File: config.mk
export PLATFORM = sky130hd
export DESIGN_NAME = partition_fit_allocator
export DESIGN_NICKNAME = d
export VERILOG_FILES = /design/src/rtl/pfa_pkg.sv /design/src/rtl/pfa_cell.sv /design/src/rtl/partition_fit_allocator.sv
export SDC_FILE = /design/constraint.sdc
export NUM_CORES = 2
export LEC_CHECK = 0
export BUFFER_PORTS_ARGS = -buffer_cell sky130_fd_sc_hd__buf_2
export CAP_MARGIN = 0
export CORE_MARGIN = 4
export CORE_UTILIZATION = 35
export DETAILED_ROUTE_END_ITERATION = 6
export HOLD_SLACK_MARGIN = 0.02
export SLEW_MARGIN = 30
export SYNTH_ARGS = -nofsm -noshare
export SYNTH_HDL_FRONTEND = slang
export SYNTH_SLANG_ARGS = --single-unit
File: constraint.sdc
create_clock -name i_clk -period 5.1 [get_ports i_clk]
set_clock_uncertainty 0.15 [all_clocks]
set_input_delay 0.255 -clock i_clk [delete_from_list [all_inputs] [get_ports i_clk]]
set_output_delay 0.255 -clock i_clk [all_outputs]
set_load 0.02 [all_outputs]
File: src/rtl/pfa_pkg.sv
// Package for the partition fit allocator.
// Holds request, status and mode codes, the sequencer state type and the
// control structs shared by the top level and the slot cells.
package pfa_pkg;

    localparam int REQ_W  = 2;
    localparam int BIDX_W = 4;
    localparam int SVAL_W = 16;
    localparam int STAT_W = 2;
    localparam int MODE_W = 2;

    localparam logic [REQ_W-1:0] REQ_LOAD    = 2'd0;
    localparam logic [REQ_W-1:0] REQ_ALLOC   = 2'd1;
    localparam logic [REQ_W-1:0] REQ_RESTART = 2'd2;

    localparam logic [STAT_W-1:0] STAT_DONE  = 2'd0;
    localparam logic [STAT_W-1:0] STAT_GRANT = 2'd1;
    localparam logic [STAT_W-1:0] STAT_MISS  = 2'd2;

    localparam logic [MODE_W-1:0] MODE_FIRST = 2'd0;
    localparam logic [MODE_W-1:0] MODE_BEST  = 2'd1;
    localparam logic [MODE_W-1:0] MODE_WORST = 2'd2;

    typedef enum logic {
        ST_IDLE,
        ST_SCAN
    } t_state;

    typedef struct packed {
        logic load;
        logic restart;
        logic grant;
    } t_cell_cmd;

    typedef struct packed {
        logic valid;
        logic found;
        logic best;
        logic worst;
    } t_scan_ctl;

endpackage

File: src/rtl/pfa_cell.sv
// One partition slot of the allocator chain.
// Holds the slot's sizes and valid mark and updates the passing search word.
// Depends on pfa_pkg.
module pfa_cell #(
    parameter int SIZE_BITS = 16,
    parameter int IDX_BITS  = 4,
    parameter int INDEX     = 0
) (
    input  logic                  i_clk,
    input  logic                  i_rst_n,
    input  pfa_pkg::t_cell_cmd    i_cmd,
    input  logic [IDX_BITS-1:0]   i_cmd_idx,
    input  logic [SIZE_BITS-1:0]  i_cmd_size,
    input  pfa_pkg::t_scan_ctl    i_scan,
    input  logic [SIZE_BITS-1:0]  i_scan_val,
    input  logic [IDX_BITS-1:0]   i_scan_idx,
    input  logic [SIZE_BITS-1:0]  i_scan_size,
    output pfa_pkg::t_scan_ctl    o_scan,
    output logic [SIZE_BITS-1:0]  o_scan_val,
    output logic [IDX_BITS-1:0]   o_scan_idx,
    output logic [SIZE_BITS-1:0]  o_scan_size
);
    import pfa_pkg::*;

    logic                 r_valid;
    logic                 n_valid;
    logic [SIZE_BITS-1:0] r_orig;
    logic [SIZE_BITS-1:0] n_orig;
    logic [SIZE_BITS-1:0] r_remain;
    logic [SIZE_BITS-1:0] n_remain;
    t_scan_ctl            r_scan;
    t_scan_ctl            n_scan;
    logic [SIZE_BITS-1:0] r_scan_val;
    logic [SIZE_BITS-1:0] n_scan_val;
    logic [IDX_BITS-1:0]  r_scan_idx;
    logic [IDX_BITS-1:0]  n_scan_idx;
    logic [SIZE_BITS-1:0] r_scan_size;
    logic                 sel;
    logic                 fits;
    logic                 take;

    always_comb begin
        sel  = (i_cmd_idx == IDX_BITS'(INDEX));
        fits = r_valid && (r_remain >= i_scan_size);
        take = i_scan.valid && fits &&
               (!i_scan.found ||
                (i_scan.best && (r_remain < i_scan_val)) ||
                (i_scan.worst && (r_remain > i_scan_val)));

        n_valid  = r_valid;
        n_orig   = r_orig;
        n_remain = r_remain;
        if (i_cmd.load && sel) begin
            n_valid  = 1'b1;
            n_orig   = i_cmd_size;
            n_remain = i_cmd_size;
        end else if (i_cmd.restart) begin
            n_remain = r_orig;
        end else if (i_cmd.grant && sel) begin
            n_remain = r_remain - i_cmd_size;
        end

        n_scan       = i_scan;
        n_scan.found = i_scan.found || take;
        n_scan_val   = take ? r_remain : i_scan_val;
        n_scan_idx   = take ? IDX_BITS'(INDEX) : i_scan_idx;
    end

    always_ff @(posedge i_clk) begin
        if (!i_rst_n) begin
            r_valid <= 1'b0;
            r_scan  <= '0;
        end else begin
            r_valid <= n_valid;
            r_scan  <= n_scan;
        end
    end

    always_ff @(posedge i_clk) begin
        r_orig      <= n_orig;
        r_remain    <= n_remain;
        r_scan_val  <= n_scan_val;
        r_scan_idx  <= n_scan_idx;
        r_scan_size <= i_scan_size;
    end

    assign o_scan      = r_scan;
    assign o_scan_val  = r_scan_val;
    assign o_scan_idx  = r_scan_idx;
    assign o_scan_size = r_scan_size;

endmodule

File: src/rtl/partition_fit_allocator.sv
// Top level of the partition fit allocator.
// Holds the request sequencer, the output register and the chain of
// pfa_cell slots. Depends on pfa_pkg and pfa_cell.
//
// Usage:
// Input words carry a request type, a slot index and a size on a
// valid/stall channel; result words carry a status and a slot index on a
// second valid/stall channel. The fit mode register is written on its own
// valid/ready channel, which is always ready.
// A load or restart word produces its result in the cycle after acceptance.
// An allocate word sends a search word down the chain of slot cells, one
// cell per cycle; its result passes through the launch register, every slot
// cell and the output register, and the block takes no new word until the
// search is done. A longer chain makes the search take longer.
// A new word is accepted only while no search is running and the output
// register is empty or being emptied; a stalled result holds its value.
// Reset clears all slot valid marks, the fit mode and the output valid flag;
// slot sizes are undefined until loaded, the result fields until written.
module partition_fit_allocator #(
    parameter int NUM_BLOCKS = 16,
    parameter int SIZE_BITS  = 16
) (
    input  logic                        i_clk,
    input  logic                        i_rst_n,
    input  logic                        i_in_valid,
    output logic                        o_in_stall,
    input  logic [pfa_pkg::REQ_W-1:0]   i_req_type,
    input  logic [pfa_pkg::BIDX_W-1:0]  i_block_index,
    input  logic [pfa_pkg::SVAL_W-1:0]  i_size_value,
    output logic                        o_out_valid,
    input  logic                        i_out_stall,
    output logic [pfa_pkg::STAT_W-1:0]  o_status,
    output logic [pfa_pkg::BIDX_W-1:0]  o_chosen_block,
    input  logic                        i_cfg_valid,
    output logic                        o_cfg_ready,
    input  logic [pfa_pkg::MODE_W-1:0]  i_cfg_data
);
    import pfa_pkg::*;

    localparam int IW = (NUM_BLOCKS > 1) ? $clog2(NUM_BLOCKS) : 1;
    localparam int SW = SIZE_BITS;

    t_state              r_state;
    t_state              n_state;
    logic [MODE_W-1:0]   r_mode;
    logic                r_out_valid;
    logic                n_out_valid;
    logic [STAT_W-1:0]   r_status;
    logic [STAT_W-1:0]   n_status;
    logic [BIDX_W-1:0]   r_chosen;
    logic [BIDX_W-1:0]   n_chosen;
    t_scan_ctl           r_launch;
    t_scan_ctl           n_launch;
    logic [SW-1:0]       r_launch_size;
    logic                in_accept;
    logic                out_load;
    logic [SW-1:0]       req_size;
    t_cell_cmd           cmd;
    logic [IW-1:0]       cmd_idx;
    logic [SW-1:0]       cmd_size;

    t_scan_ctl           w_scan [NUM_BLOCKS+1];
    logic [SW-1:0]       w_val  [NUM_BLOCKS+1];
    logic [IW-1:0]       w_idx  [NUM_BLOCKS+1];
    logic [SW-1:0]       w_size [NUM_BLOCKS+1];

    assign o_in_stall  = !((r_state == ST_IDLE) && (!r_out_valid || !i_out_stall));
    assign in_accept   = i_in_valid && !o_in_stall;
    assign req_size    = SW'(32'(i_size_value));
    assign o_cfg_ready = 1'b1;

    always_comb begin
        n_state      = r_state;
        n_launch     = '0;
        cmd          = '0;
        cmd_idx      = IW'(32'(i_block_index));
        cmd_size     = req_size;
        out_load     = 1'b0;
        n_status     = STAT_DONE;
        n_chosen     = '0;
        unique case (r_state)
            ST_IDLE: begin
                if (in_accept) begin
                    unique case (i_req_type)
                        REQ_LOAD: begin
                            cmd.load = (32'(i_block_index) < 32'(NUM_BLOCKS));
                            out_load = 1'b1;
                        end
                        REQ_RESTART: begin
                            cmd.restart = 1'b1;
                            out_load    = 1'b1;
                        end
                        REQ_ALLOC: begin
                            n_launch.valid = 1'b1;
                            n_launch.best  = (r_mode == MODE_BEST);
                            n_launch.worst = (r_mode == MODE_WORST);
                            n_state        = ST_SCAN;
                        end
                        default: begin
                            out_load = 1'b1;
                        end
                    endcase
                end
            end
            ST_SCAN: begin
                if (w_scan[NUM_BLOCKS].valid) begin
                    out_load = 1'b1;
                    n_state  = ST_IDLE;
                    if (w_scan[NUM_BLOCKS].found) begin
                        cmd.grant = 1'b1;
                        cmd_idx   = w_idx[NUM_BLOCKS];
                        cmd_size  = w_size[NUM_BLOCKS];
                        n_status  = STAT_GRANT;
                        n_chosen  = BIDX_W'(32'(w_idx[NUM_BLOCKS]));
                    end else begin
                        n_status  = STAT_MISS;
                    end
                end
            end
            default: begin
                n_state = ST_IDLE;
            end
        endcase

        n_out_valid = (r_out_valid && i_out_stall) || out_load;
    end

    always_ff @(posedge i_clk) begin
        if (!i_rst_n) begin
            r_state     <= ST_IDLE;
            r_mode      <= MODE_FIRST;
            r_out_valid <= 1'b0;
            r_launch    <= '0;
        end else begin
            r_state     <= n_state;
            r_out_valid <= n_out_valid;
            r_launch    <= n_launch;
            if (i_cfg_valid && o_cfg_ready) begin
                r_mode <= i_cfg_data;
            end
        end
    end

    always_ff @(posedge i_clk) begin
        if (out_load) begin
            r_status <= n_status;
            r_chosen <= n_chosen;
        end
        if (in_accept) begin
            r_launch_size <= req_size;
        end
    end

    assign w_scan[0] = r_launch;
    assign w_val[0]  = '0;
    assign w_idx[0]  = '0;
    assign w_size[0] = r_launch_size;

    for (genvar j = 0; j < NUM_BLOCKS; j++) begin : g_cell
        pfa_cell #(
            .SIZE_BITS (SW),
            .IDX_BITS  (IW),
            .INDEX     (j)
        ) u_cell (
            .i_clk       (i_clk),
            .i_rst_n     (i_rst_n),
            .i_cmd       (cmd),
            .i_cmd_idx   (cmd_idx),
            .i_cmd_size  (cmd_size),
            .i_scan      (w_scan[j]),
            .i_scan_val  (w_val[j]),
            .i_scan_idx  (w_idx[j]),
            .i_scan_size (w_size[j]),
            .o_scan      (w_scan[j+1]),
            .o_scan_val  (w_val[j+1]),
            .o_scan_idx  (w_idx[j+1]),
            .o_scan_size (w_size[j+1])
        );
    end

    assign o_out_valid    = r_out_valid;
    assign o_status       = r_status;
    assign o_chosen_block = r_chosen;

endmodule

==> Yosys cells after proc, flatten, opt, wreduce, memory -nomap -nowiden <==
Cells that the tools add are included.
{ "word_totals": {"mem_bits_rw": 0, "memories": 0, "romBits": 0, "elab_cells": 544, "input_bits": 29, "out_inout_bits": 9, "register_bits": 1176, "latchBits": 0} }
{ "op_classes": {"n_lt_le_gt_ge": 48, "n_bitwise": 4, "n_mul": 0, "n_div": 0, "eq_ne": 19, "n_addsub": 16, "n_mux": 85, "reduce_logical": 206, "shifts": 0} }
{ "op_table": {"columns": ["cell", "count"], "rows": [
  ["16-bit 2-to-1 mux", 65],
  ["16-bit greater-or-equal comparator", 16],
  ["16-bit subtractor", 16],
  ["16-bit greater-than comparator", 15],
  ["16-bit < comparator", 15],
  ["1-bit logical AND", 115],
  ["1-bit logical OR", 50],
  ["3-bit nonzero test", 16],
  ["4-bit == test (second input constant)", 8],
  ["1-bit logical NOT", 19],
  ["4-bit by 3-bit == test with 1-bit output (second input constant)", 4],
  ["16-bit by 1-bit greater-than comparator with 1-bit output (second input constant)", 1],
  ["16-bit by 1-bit < comparator with 1-bit output (second input constant)", 1],
  ["1-bit 2-to-1 mux", 12],
  ["4-bit 2-to-1 mux", 3],
  ["4-bit by 2-bit == test with 1-bit output (second input constant)", 2],
  ["2-bit 2-to-1 mux", 3],
  ["2-bit by 1-bit == test with 1-bit output (second input constant)", 2],
  ["2-bit == test (second input constant)", 2],
  ["4-bit by 1-bit == test with 1-bit output (second input constant)", 1],
  ["4-bit logical NOT", 1],
  ["1-bit NOT", 4],
  ["1-bit one-hot mux with 2 select lines", 2],
  ["4-bit OR reduction", 1],
  ["other kinds (4)", 4]
]} }

==> Longest topological paths before layout <==
{ "logic_depth": {"depth_word": 8, "mapped_depth": 17} }

==> Cells and area by module <==
From an unflattened synthesis, not the netlist that was laid out.
{ "hier_totals": {"cells_unflattened": 6015, "area_unflattened_um2": 63718.6} }
{ "modules_own_cells": {"columns": ["module", "n_inst", "area_each_um2", "cells_per_inst"], "rows": [
  ["pfa_cell at g_cell[11].u_cell ...", 4, 3901.2, 369],
  ["pfa_cell at g_cell[10].u_cell ...", 3, 3907.5, 369],
  ["pfa_cell at g_cell[1].u_cell ...", 3, 3906.2, 369],
  ["pfa_cell at g_cell[12].u_cell ...", 2, 3906.2, 370],
  ["pfa_cell at g_cell[7].u_cell ...", 2, 3898.7, 366],
  ["pfa_cell at g_cell[0].u_cell", 1, 3920.0, 368],
  ["pfa_cell at g_cell[9].u_cell", 1, 3896.2, 366],
  ["partition_fit_allocator", 1, 1246.2, 119]
]} }

==> Worst setup path after synthesis <==
OpenSTA, ideal clock, no wires.
{ "synth_path": {"kind": "register to register", "from": "register r_state", "to": "register g_cell[12].u_cell.r_remain[12] (data pin)", "t_required_ns": 4.656, "path_slack_ns": -0.335, "t_arrival_ns": 4.991, "stages_incl_launch_ff": 17, "n_path_buf": 2, "path_cell_list": "dfxtp_1 -> nand3_1 -> inv_2 -> buf_2 -> mux2i_1 -> clkbuf_1 -> inv_1 -> fa_1 -> nor2b_1 -> o21ai_0 -> a21oi_1 -> o221ai_1 -> o21ai_0 -> nand2_1 -> mux2_2 -> o31ai_1 -> a22oi_1"} }
{ "synth_via": {"word_cells_on_any_way": 13, "cone_classes": "add/sub (1); eq/ne (1); mux (7); bitwise (1); reduce/logical (3)"} }
{ "synth_rtl": {"columns": ["element", "line", "text"], "rows": [
  ["from (decl)", "partition_fit_allocator.sv:43", "t_state r_state;"],
  ["from (signal assigned)", "partition_fit_allocator.sv:135", "r_state <= n_state;"],
  ["16-bit 2-to-1 mux", "partition_fit_allocator.sv:81", "unique case (r_state)"],
  ["net cmd_size[1]", "partition_fit_allocator.sv:60", "logic [SW-1:0] cmd_size;"],
  ["16-bit subtractor", "pfa_cell.sv:60", "n_remain = r_remain - i_cmd_size;"],
  ["16-bit 2-to-1 mux", "pfa_cell.sv:59", "end else if (i_cmd.grant && sel) begin"],
  ["16-bit 2-to-1 mux", "pfa_cell.sv:57", "end else if (i_cmd.restart) begin"],
  ["16-bit 2-to-1 mux", "pfa_cell.sv:53", "if (i_cmd.load && sel) begin"],
  ["net g_cell[12].u_cell.n_remain[12]", "pfa_cell.sv:30", "logic [SIZE_BITS-1:0] n_remain;"],
  ["to (signal assigned)", "pfa_cell.sv:81", "r_remain <= n_remain;"],
  ["to (decl)", "pfa_cell.sv:29", "logic [SIZE_BITS-1:0] r_remain;"]
]} }
The timed path passes the listed nets, and every way through them passes these cells. The select of a mux whose other input is x is not followed.
A chain may end at the register's enable or synchronous reset.

==> Worst setup path after layout <==
{ "layout_path": {"from": "register r_state", "to": "register g_cell[8].u_cell.r_remain[12] (data pin)"} }
{ "layout_via": {"word_cells_on_any_way": 13, "cone_classes": "add/sub (1); eq/ne (1); mux (7); bitwise (1); reduce/logical (3)"} }
{ "layout_rtl": {"columns": ["element", "line"], "rows": [
  ["16-bit 2-to-1 mux", "partition_fit_allocator.sv:81"],
  ["net cmd_size[0]", "partition_fit_allocator.sv:60"],
  ["16-bit subtractor", "pfa_cell.sv:60"],
  ["16-bit 2-to-1 mux", "pfa_cell.sv:59"],
  ["16-bit 2-to-1 mux", "pfa_cell.sv:57"],
  ["16-bit 2-to-1 mux", "pfa_cell.sv:53"],
  ["net g_cell[8].u_cell.n_remain[12]", "pfa_cell.sv:30"],
  ["to (signal assigned)", "pfa_cell.sv:81"],
  ["to (decl)", "pfa_cell.sv:29"]
]} }
The timed path passes the listed nets, and every way through them passes these cells. The select of a mux whose other input is x is not followed.

==> qor.yml <==
outcome:
  outcome: "completed"
timing:
  finalCritPeriodShare: 0.9034
  layout_min_cycle_time_ns: 4.607
  hold_ws_ns: 0.1259
  setup_tns_ns: 0
  slew_viol_final: 0
  tightest_slew_ns: 1.011
  fin_ws_ns: 0.4927
  slew_headroom: 0.3253
  setup_viol_count_final: 0
  hold_violations: 0
  fmax_mhz: 217.0
  rsz0062_at_grt: "false"
floorplanning:
  rows: 153
  pin_count: 38
  initial_core_util: 0.3524
  coreArea_mm2: 0.1742
  die_w_um: 426.8
  die_y_um: 426.8
  die_area_mm2: 0.1822
detailed_routing:
  postRouteAntennaNets: 0
  wl_mm: 176.4
  via_per_inst: 5.261
  drc: 0
  drt_pass1_iterations: 5
  drt_iter0_drc: 3370
  wire_per_inst_um: 21.19
  num_vias: 43780
logic_synthesis:
  synth_top_family_by_area: "adder cells"
  synth_area_leaders: "edfxtp_1, dfxtp_1, ha_1"
  ys_types: 87
  yosys.area.top_type_share: 0.2612
  ys_ff_latch: 1164
  ys_seq_area_frac: 0.4667
  synthSimpleGateAreaFrac: 0.09143
  synth_mux_area_frac: 0.05411
  synth_compound_area_frac: 0.1553
  avgSynthCellArea_um2: 10.70
  ys_async_sr_fraction: 0
  synthAdderAreaFrac: 0.1618
  synth_enable_flop_cells: 534
  yosysTopAreaCell: "edfxtp_1"
  ys_warn_count: 0
  synthCells: 5739
  syn_nets: 6552
  synthFlopType: "dfxtp_1"
  synth-xor-area-share: 0.02411
  netlist_area_mm2: 0.06139
setup_path:
  cp_data_required_time_ns: 5.37
  end_kind: "flip-flop"
  crit_arrival_ns: 4.88
  path_class: "flip-flop to flip-flop"
  worstPathMaxFanout: 26
  start_kind: "flip-flop"
clock_tree:
  clock_latency_ns: 0.74
  cts_buffer_depth: 3
  cts_buffers: 121
  path_clk_slew_ns: 0.06
  cts_sinks: 1164
  htree_levels: 3
  cts-root-buf: "clkbuf_16"
  cts_setup_buffers: 0
  tritoncts: "built"
placement:
  io_buffers: 36
  gp_congestion: 0.8640
  placed_area_mm2: 0.06520
  place_ws_ns: 0.4739
  post-dp-hpwl_mm: 127.7
grt:
  grt_max_degree: 126
  grt_pass1_vias: 42670
  antenna_found_initial: 15
  grt.overflow.total: 0
  grt_pass1_wl_mm: 264.8
  gr-usage-all-layers: 0.1897
final_layout:
  fillCellCount: 16760
  drive_gt1_frac: 0.1104
  finish.instance_area_mm2: 0.06976
  nets: 6700
  register_area_mm2: 0.02865
  area_growth_pct: 13.65
  multi_input_comb_area_mm2: 0.03015
power_and_ir_drop:
  ir_drop_v: 0.0002769
  p_per_area_mw_per_mm2: 327.0
  total_power_uw: 22810
  p_leak_uw: 0.02906
hold_path:
  hp-class: "primary input to flip-flop"
flow_run:
  drv_cap: 0
==> cell usage after synthesis, drive strengths merged, types with 36 or more instances <==
cell and n:
ha 768, dfxtp 630, inv 570, edfxtp 534
a21oi 483, nor2 288, nand2 235, mux2 218
o21ai 212, a21o 205, a211oi 175, xnor2 110
nor2b 108, nand3 105, clkbuf 100, nand2b 83
mux2i 72, and2 69, nor3 67, nand4 63
buf 59, xor2 59, o21a 58, a22oi 45
a31oi 36, and3 36
==> final timing paths <==
kind	slack, ns	from	endpoint	cells after the start
min	0.13	i_in_valid	o_status[1]	3
min reg2reg	0.19	g_cell[10].u_cell.o_scan_size[3]	g_cell[11].u_cell.o_scan_size[3]	0
max	0.49	r_state	g_cell[8].u_cell.r_remain[12]	15
max reg2reg	0.49	r_state	g_cell[8].u_cell.r_remain[12]	15
==> routing by layer <==
metal  part of all wire  vias to the layer above  global-route usage
met3              0.057                      283             0.02474
met4              0.033                        2             0.05842
met1               0.45                    21150              0.2625
li1                   -                    21120                   -
met5           0.000074                        -                   0
met2               0.46                     1215              0.3082
==> worst max-delay path, cell delays in order (launching register included) <==
cell and delay [ns]:
dfxtp_1 0.37, nand3_1 0.14, inv_2 0.32, mux2i_4 0.30
inv_2 0.27, ha_1 0.34, fa_1 0.39, nor2b_1 0.18
o21ai_0 0.13, a21oi_1 0.24, o221ai_1 0.21, o21ai_0 0.53
a2111oi_0 0.21, a41o_1 0.23, o21ai_0 0.16, a22oi_1 0.09
==> cell type report <==
| cell class | instances | area share |
|---|---|---|
| Antenna cell | 2 | 0.00007174 |
| Clock buffer | 158 | 0.05088 |
| Clock inverter | 73 | 0.01078 |
| Inverter | 574 | 0.03094 |
| Multi-Input combinational cell | 3842 | 0.4322 |
| Sequential cell | 1164 | 0.4106 |
| Tap cell | 2325 | 0.04170 |
| Timing Repair Buffer | 184 | 0.02281 |
==> cells in the final DEF, fill, tap and decap left out, types with 38 or more instances in the layout <==
master	Yosys	final
clkbuf_16	0	131
nand2b_1	83	83
nor3_1	67	67
edfxtp_1	534	534
nor2b_1	108	108
o21a_1	58	58
nand3_1	105	105
dfxtp_1	630	630
xnor2_1	110	110
a21oi_1	481	481
nor2_1	288	285
mux2_2	165	165
mux2i_1	71	56
xor2_1	59	59
mux2_4	38	38
inv_1	561	550
and2_1	68	66
a211oi_1	174	174
a21o_1	205	205
ha_1	768	768
o21ai_0	194	175
nand2_1	235	233
a22oi_1	45	45
buf_4	1	105
nand4_1	63	63
==> sequential cells by signal, summed over array words and instances, names as in the netlist, 3 cells and up <==
name                       count
r_launch                       3
g_cell.u_cell.r_valid         16
g_cell.u_cell.o_scan          62
g_cell.u_cell.r_remain       256
o_chosen_block                 4
g_cell.u_cell.o_scan_idx      49
g_cell.u_cell.o_scan_size    256
r_launch_size                 16
g_cell.u_cell.r_orig         256
g_cell.u_cell.o_scan_val     240
==> cells by family after synthesis <==
family / Yosys count
AO/OA/AOI/OAI: 1465
XOR/XNOR: 169
adder cells (fa/ha/maj): 784
buffers and inverters: 733
flip-flops: 1164
multiplexers: 290
other: 1
AND/OR/NAND/NOR: 1133
==> metrics by stage <==
stage | util | cells
2_1_floorplan | - | 5739
3_3_place_gp | 0.3739 | 8062
3_5_place_dp | 0.3743 | 8063
4_1_cts | 0.4004 | 8320
5_1_grt | 0.4004 | 8320
6_report | 0.4005 | 8322
==> power by group <==
group	internal [µW]	leakage, µW	switching (µW)
Sequential	10100	0.0100	278
Clock	5490	0.00213	3890
Combinational	1290	0.0169	1740
==> timing repair <==
item	4_1_cts	5_1_grt
gates resized for setup	0	1
hold buffers	26	0
hold endpoints to repair	70	0
setup endpoints to repair	0	1
(Power assumes the default switching activity.)
